--- config.mk ---
export PLATFORM = sky130hd
export DESIGN_NAME = wts_front_flat
export DESIGN_NICKNAME = d
export VERILOG_FILES = /design/src/rtl/wts_pkg.sv /design/src/rtl/wts_sample_if.sv /design/src/rtl/wts_front.sv /design/src/flat_wrapper.sv
export VERILOG_INCLUDE_DIRS = /design/src /design/src/rtl
export SDC_FILE = /design/constraint.sdc
export NUM_CORES = 1
export LEC_CHECK = 0
export BUFFER_PORTS_ARGS = -buffer_cell sky130_fd_sc_hd__buf_2
export CORE_MARGIN = 2
export CORE_UTILIZATION = 54
export CTS_BUF_LIST = sky130_fd_sc_hd__clkbuf_4 sky130_fd_sc_hd__clkbuf_8
export DETAILED_ROUTE_END_ITERATION = 16
export PLACE_DENSITY_LB_ADDON = 0.1
export SLEW_MARGIN = 10
export SYNTH_ARGS = -nofsm -noshare
export SYNTH_HDL_FRONTEND = slang
export SYNTH_SLANG_ARGS = --single-unit
--- constraint.sdc ---
create_clock -name clk -period 1.95 [get_ports clk]
set_input_delay 0.0975 -clock clk [delete_from_list [all_inputs] [get_ports clk]]
set_output_delay 0.0975 -clock clk [all_outputs]
set_load 0.02 [all_outputs]
--- src/rtl/windowed_temperature_statistics_defines.svh ---
// Assertion macros for the windowed temperature statistics block.
// Included by the RTL files that carry concurrent checks; needs clk and rst_n in scope.
`ifndef WINDOWED_TEMPERATURE_STATISTICS_DEFINES_SVH
`define WINDOWED_TEMPERATURE_STATISTICS_DEFINES_SVH
`ifndef ASSERT_OFF
// Property checked on every clock edge outside reset.
`define WTS_ASSERT(label, prop, msg) \
  label: assert property (@(posedge clk) disable iff (!rst_n) (prop)) else $error(msg);
// Antecedent in one cycle implies consequent in the next.
`define WTS_ASSERT_NEXT(label, ante, cons, msg) \
  label: assert property (@(posedge clk) disable iff (!rst_n) (ante) |=> (cons)) \
    else $error(msg);
`else
`define WTS_ASSERT(label, prop, msg)
`define WTS_ASSERT_NEXT(label, ante, cons, msg)
`endif
`endif

--- src/rtl/wts_pkg.sv ---
// Shared constants and types for the windowed temperature statistics block.
// No dependencies; used by every other RTL file but the assertion macro header.
package wts_pkg;

  localparam int SAMPLE_W  = 16;
  localparam int WINDOW    = 3600;                 // ring depth, 2..4096
  localparam int IDX_W     = $clog2(WINDOW);
  localparam int CNT_W     = $clog2(WINDOW + 1);   // holds 0..WINDOW
  localparam int SUM_W     = 28;
  localparam int DIV_CNT_W = $clog2(SUM_W);

  typedef logic signed [SAMPLE_W-1:0] temp_t;

  typedef struct packed {
    logic             start;
    logic             neg;
    logic [SUM_W-1:0] mag;
    logic [CNT_W-1:0] divisor;
  } div_req_t;

  typedef struct packed {
    logic  done;
    temp_t quot;
  } div_rsp_t;

endpackage

--- src/rtl/wts_sample_if.sv ---
// Input channel: one temperature sample per item, valid/ready handshake.
// Depends on wts_pkg.
interface wts_sample_if;
  logic          valid;
  logic          ready;
  wts_pkg::temp_t sample;

  modport source (output valid, sample, input ready);
  modport sink   (input valid, sample, output ready);
endinterface

--- src/rtl/wts_front.sv ---
// Front end: accepts samples and holds them in a two-entry queue for the back end.
// Depends on wts_pkg, wts_sample_if and the assertion macro header.
`include "windowed_temperature_statistics_defines.svh"

module wts_front (
  input  logic                clk,
  input  logic                rst_n,
  wts_sample_if.sink          in_ch,
  output logic                q_valid,
  output wts_pkg::temp_t      q_sample,
  input  logic                q_pop
);

  wts_pkg::temp_t slot_r [2];
  logic           wr_ptr_r, wr_ptr_nxt;
  logic           rd_ptr_r, rd_ptr_nxt;
  logic [1:0]     count_r, count_nxt;
  logic           push, pop;

  assign in_ch.ready = (count_r != 2'd2);
  assign push        = in_ch.valid && in_ch.ready;
  assign pop         = q_pop && q_valid;
  assign q_valid     = (count_r != 2'd0);
  assign q_sample    = slot_r[rd_ptr_r];

  always_comb begin
    wr_ptr_nxt = push ? ~wr_ptr_r : wr_ptr_r;
    rd_ptr_nxt = pop  ? ~rd_ptr_r : rd_ptr_r;
    count_nxt  = count_r + {1'b0, push} - {1'b0, pop};
  end

  always_ff @(posedge clk) begin
    if (!rst_n) begin
      wr_ptr_r <= 1'b0;
      rd_ptr_r <= 1'b0;
      count_r  <= 2'd0;
    end else begin
      wr_ptr_r <= wr_ptr_nxt;
      rd_ptr_r <= rd_ptr_nxt;
      count_r  <= count_nxt;
    end
  end

  always_ff @(posedge clk) begin
    if (push) begin
      slot_r[wr_ptr_r] <= in_ch.sample;
    end
  end

  `WTS_ASSERT(a_count_range, count_r != 2'd3, "queue count out of range")
  `WTS_ASSERT(a_ptr_count, (count_r == 2'd1) == (wr_ptr_r != rd_ptr_r),
              "queue pointers disagree with count")
  `WTS_ASSERT_NEXT(a_push_grows, push && !pop, count_r == $past(count_r) + 2'd1,
                   "push without pop did not grow the queue")

endmodule

--- src/flat_wrapper.sv ---
// flat-port wrapper written by rule: the top's interface ports become plain ports
module wts_front_flat 
  (clk, rst_n, q_valid, q_sample, q_pop, in_ch_valid, in_ch_sample, in_ch_ready);
  wts_sample_if in_ch_i ();
  input  logic clk;
  input  logic rst_n;
  output logic q_valid;
  output wts_pkg::temp_t q_sample;
  input  logic q_pop;
  input wire logic [$bits(in_ch_i.valid)-1:0] in_ch_valid;
  input wire logic [$bits(in_ch_i.sample)-1:0] in_ch_sample;
  output wire logic [$bits(in_ch_i.ready)-1:0] in_ch_ready;
  assign in_ch_i.valid = in_ch_valid;
  assign in_ch_i.sample = in_ch_sample;
  assign in_ch_ready = in_ch_i.ready;
  wts_front u_core (.clk(clk), .rst_n(rst_n), .in_ch(in_ch_i), .q_valid(q_valid), .q_sample(q_sample), .q_pop(q_pop));
endmodule
Word-level counts from Yosys, hierarchy flattened

Memory sizes are Yosys's and may differ from the RTL's. A register that Yosys moved wholly into a read port is not among the register bits.
Index checks and enable logic that the tools add are counted.

Input bits: 20
Word-level logic and storage cells: 16
Bits in read-only memories: 0
Bits in latches: 0
Bits in writable memories: 32
Register bits: 4
Memories: 1
Output and inout port bits: 18

Add/subtract/negate cells: 2
Multipliers: 0
Shifts and indexed selects: 0
Magnitude comparators: 0
Equal/unequal tests: 1
Muxes and demuxes: 4
Divide/modulo/power cells: 0
Reductions and logical operators: 3
Bitwise logic cells: 2

Memories:

| name          | depth | bits a word | read ports | clocked after Yosys merged registers in | wr ports | line            | source |
|---|---|---|---|---|---|---|---|
| u_core.slot_r | 2     | 16          | 1          | 1                                       | 1        | wts_front.sv:14 | `wts_pkg::temp_t slot_r [2];` |

Operators with widths:

| cell               | count |
|---|---|
| $mux 1             | 4 |
| $add 2x1->2        | 1 |
| $logic_and 1x1->1  | 2 |
| $ne 2x2->1 const B | 1 |
| $not 1->1          | 2 |
| $reduce_bool 2->1  | 1 |
| $sub 2x1->2        | 1 |

Depth between registers and ports, before layout

Word-level depth: 4
Gate-level depth with buffers: 7

Least setup slack after synthesis

OpenSTA, ideal clock, no wires.

Path kind: register to register
Start: register u_core.count_r[0]
End: memory u_core.slot_r[0][0] (netlist bit), enable pin
Path slack: 87 ps
Required time: 1560 ps
Cell stages (with the launch flop): 4
Path buffers: 0
Library setup time: 390 ps
Arrival: 1472 ps
Path through: dfxtp_1 nand2b_2 and2_4 nor2b_1

Word-level cells in the longest chain between the ends: 4

RTL lines:

| element                      | line               | source |
|---|---|---|
| start: declaration           | wts_front.sv:17    | `logic [1:0] count_r, count_nxt;` |
| start signal: assignment     | wts_front.sv:40    | `count_r <= count_nxt;` |
| $ne 2x2->1                   | wts_front.sv:20    | `assign in_ch.ready = (count_r != 2'd2);` |
| named net in_ch_ready        | flat_wrapper.sv:12 | `output wire logic [$bits(in_ch_i.ready)-1:0] in_ch_ready;` |
| $logic_and 1x1->1            | wts_front.sv:21    | `assign push = in_ch.valid && in_ch.ready;` |
| named net u_core.push        | wts_front.sv:18    | `logic push, pop;` |
| $mux 1                       | wts_front.sv:45    | `if (push) begin` |
| $mux 1 (not written as such) | wts_front.sv:46    | `slot_r[wr_ptr_r] <= in_ch.sample;` |
| end: declaration             | wts_front.sv:14    |  |

The timed path passes the listed nets, and every way through them passes these cells.

==> run_results.csv <==
group,metric,value,unit
drt,route.detailed.drc,0,
timing,layout_min_cycle_time,1.72,ns
logic_synthesis,ys_warn_count,0,
setup_path,critPathLaunchType,"flip-flop",
floorplanning,dieHeight,55.9,um
floorplanning,die_w,55.9,um
timing,relSlewSlack,0.823,
global_routing,grt_pass1_vias,763,
floorplanning,io_pins,38,
timing,rsz0062_at_grt,"no",
min_path,hold_start,"in_ch_valid",
timing,fin_crit_sh,0.883,
drt,drtPass1Iterations,4,
drt,drtIter0Drc,17,
logic_synthesis,synth-seq-area-share,0.729,
setup_path,reg2reg_from,"u_core.count_r[1]$_SDFF_PN0_",
setup_path,cp_slowest_stage_delay,0.48,ns
timing,whs,0.0583,ns
drt,wire_per_inst,12.4,um
floorplanning,rows,18,
logic_synthesis,syn_inst,77,
global_routing,grt_overflow,0,
floorplanning,start_util,0.577,
power,power_density,1160,nW/um^2
clocking,htreeDepth,2,
setup_path,cp.required,1.85,ns
clocking,clk_latency,0.33,ns
drt,viasPerCell,4.80,
timing,maxSlewViolCount,0,
setup_path,arrival,1.62,ns
timing,hold_viol_final,0,
cells_and_area,final_cell_mix,"buf_2, edfxtp_1, dlygate4sd3_1",
cells_and_area,final_net_count,162,
global_routing,grt_usage,0.153,
clocking,clockRootBuffer,"clkbuf_4",
min_path,hp-class,"input pin to flip-flop",
setup_path,path_class,"flip-flop to output pin",
clocking,cts_tree,"yes",
run_status,outcome,"completed",
timing,setup_viol,0,
placed_design,hpwl,1390,um
setup_path,path_max_fanout,11,
cells_and_area,post-route-util,0.754,
clocking,clk_pin_slew,0.10,ns
global_routing,grt_pass1_wl,3420,um
floorplanning,core_region_area,2520,um^2
logic_synthesis,syn-num-nets,99,
timing,fin_skew,0.0114,ns
logic_synthesis,synth_seq_cells,37,
clocking,cts.sinks,37,
drt,vias,821,
cells_and_area,layout-drive-gt1-share,0.489,
timing,worstMarginPinSlew,0.265,ns
cells_and_area,antenna_cells,0,
placed_design,place_congestion,0.577,
clocking,numCtsBuffers,5,
cells_and_area,regArea,1060,um^2
global_routing,antenna_found_initial,0,
logic_synthesis,syn_avg_cell_area,18.9,um^2
floorplanning,die_area,3130,um^2
global_routing,grt_max_degree,13,
setup_path,critPathSlowestCell,"dfxtp_1",
setup_path,critPathCaptureType,"output pin",
timing,fin_tns_setup,0,ns
cells_and_area,final_common_cell,"buf_2",
placed_design,io_buffer_count,37,
logic_synthesis,synthDistinctLibCells,22,
clocking,clk_path_buf_depth,2,
drt,wl,2130,um
setup_path,path_cells,"buf_4, mux2_2, buf_2",
timing,max_freq,581,MHz
cells_and_area,synthToLayoutAreaGrowth,30.7,%
run,drv_cap,0,
drt,ant_nets,0,
cells_and_area,multi_input_area,352,um^2
power,p_leak,0.784,nW
logic_synthesis,syn_area,1460,um^2
cells_and_area,fillCellCount,175,
power,ir_drop,0.000926,V
[flip-flops by register name, indices dropped and copies added (netlist names), named ones only]
signal / count
u_core.count_r: 2
u_core.slot_r: 32
u_core.wr_ptr_r: 1
u_core.rd_ptr_r: 1
[critical path, delay by kind of cell, from the launching register on]
family	cells	cell delay, ns
buffers and inverters	2	0.45
DFF	1	0.48
muxes	1	0.35
[cells by family after synthesis]
family | count (synthesis) | synth area share
XOR/XNOR | 2 | 0.0120
buffers and inverters | 5 | 0.0292
flip-flops | 37 | 0.729
multiplexers | 16 | 0.150
adder cells (fa/ha/maj) | 2 | 0.0172
AO/OA/AOI/OAI | 2 | 0.00946
AND/OR/NAND/NOR | 13 | 0.0533
[final timing paths]
check	endpoint	slack, ns	cells after the start
worst min register to register	u_core.wr_ptr_r$_SDFFE_PN0P_	0.50	2
worst max register to register	u_core.count_r[1]$_SDFF_PN0_	0.40	7
worst min-delay path	u_core.wr_ptr_r$_SDFFE_PN0P_	0.06	3
worst max-delay path	q_sample[4]	0.23	3
[final cells by class]
cell class / instances / share of cell area
sequential: 37 / 0.558
timing repair buffer: 58 / 0.203
multi-input combinational: 35 / 0.185
clock buffer: 6 / 0.0237
tap: 30 / 0.0197
inverter: 3 / 0.00592
clock inverter: 2 / 0.00526
[cell usage after synthesis]
cell type / instances / area (um^2)
inv_1: 3 / 11.3
buf_12: 1 / 20.0
and2_4: 1 / 8.76
nand2_1: 1 / 3.75
nand4b_1: 1 / 8.76
nor2_1: 3 / 11.3
or2_2: 1 / 6.26
xor2_1: 1 / 8.76
xnor2_1: 1 / 8.76
nor2b_1: 1 / 6.26
o21ai_1: 1 / 5.00
nand2b_2: 1 / 8.76
and3_1: 1 / 6.26
mux2_2: 6 / 67.6
ha_1: 2 / 25.0
and2_1: 2 / 12.5
edfxtp_1: 32 / 961
buf_6: 1 / 11.3
mux2_4: 10 / 150
dfxtp_1: 5 / 100
o21a_2: 1 / 8.76
nor3_1: 1 / 5.00
[power breakdown]
| part | leakage, nW | total (mW) | internal (mW) | switching, mW |
|---|---|---|---|---|
| combinational | 0.409 | 0.776 | 0.377 | 0.399 |
| clock | 0.0354 | 0.377 | 0.151 | 0.226 |
| sequential | 0.340 | 1.06 | 1.01 | 0.0569 |
[stage by stage]
stage	area, um^2	instances	worst slack, ns	power, mW
after CTS	1900	171	0.201	2.25
after global placement	1680	146	0.467	1.82
final	1900	171	0.228	2.22
after global routing	1900	171	0.132	2.35
after floorplan	1460	77	0.0872	1.67
after detailed placement	1680	146	0.405	1.84
[per-layer routing]
layer / track usage / share of wire / up-vias / wire length [um]
li1: - / - / 409 / -
met5: 0 / 0 / - / 0
met3: 0.0860 / 0.079 / 7 / 169
met4: 0.0816 / 0.021 / 0 / 44
met1: 0.171 / 0.39 / 378 / 828
met2: 0.235 / 0.51 / 27 / 1090
[what timing repair did]
action,4_1_cts,5_1_grt
endpoints found under the setup margin,0,0
gates resized for setup,0,0
setup buffers,0,0
hold endpoints to repair,33,0
hold buffers,17,0
(Power assumes the default switching activity.)
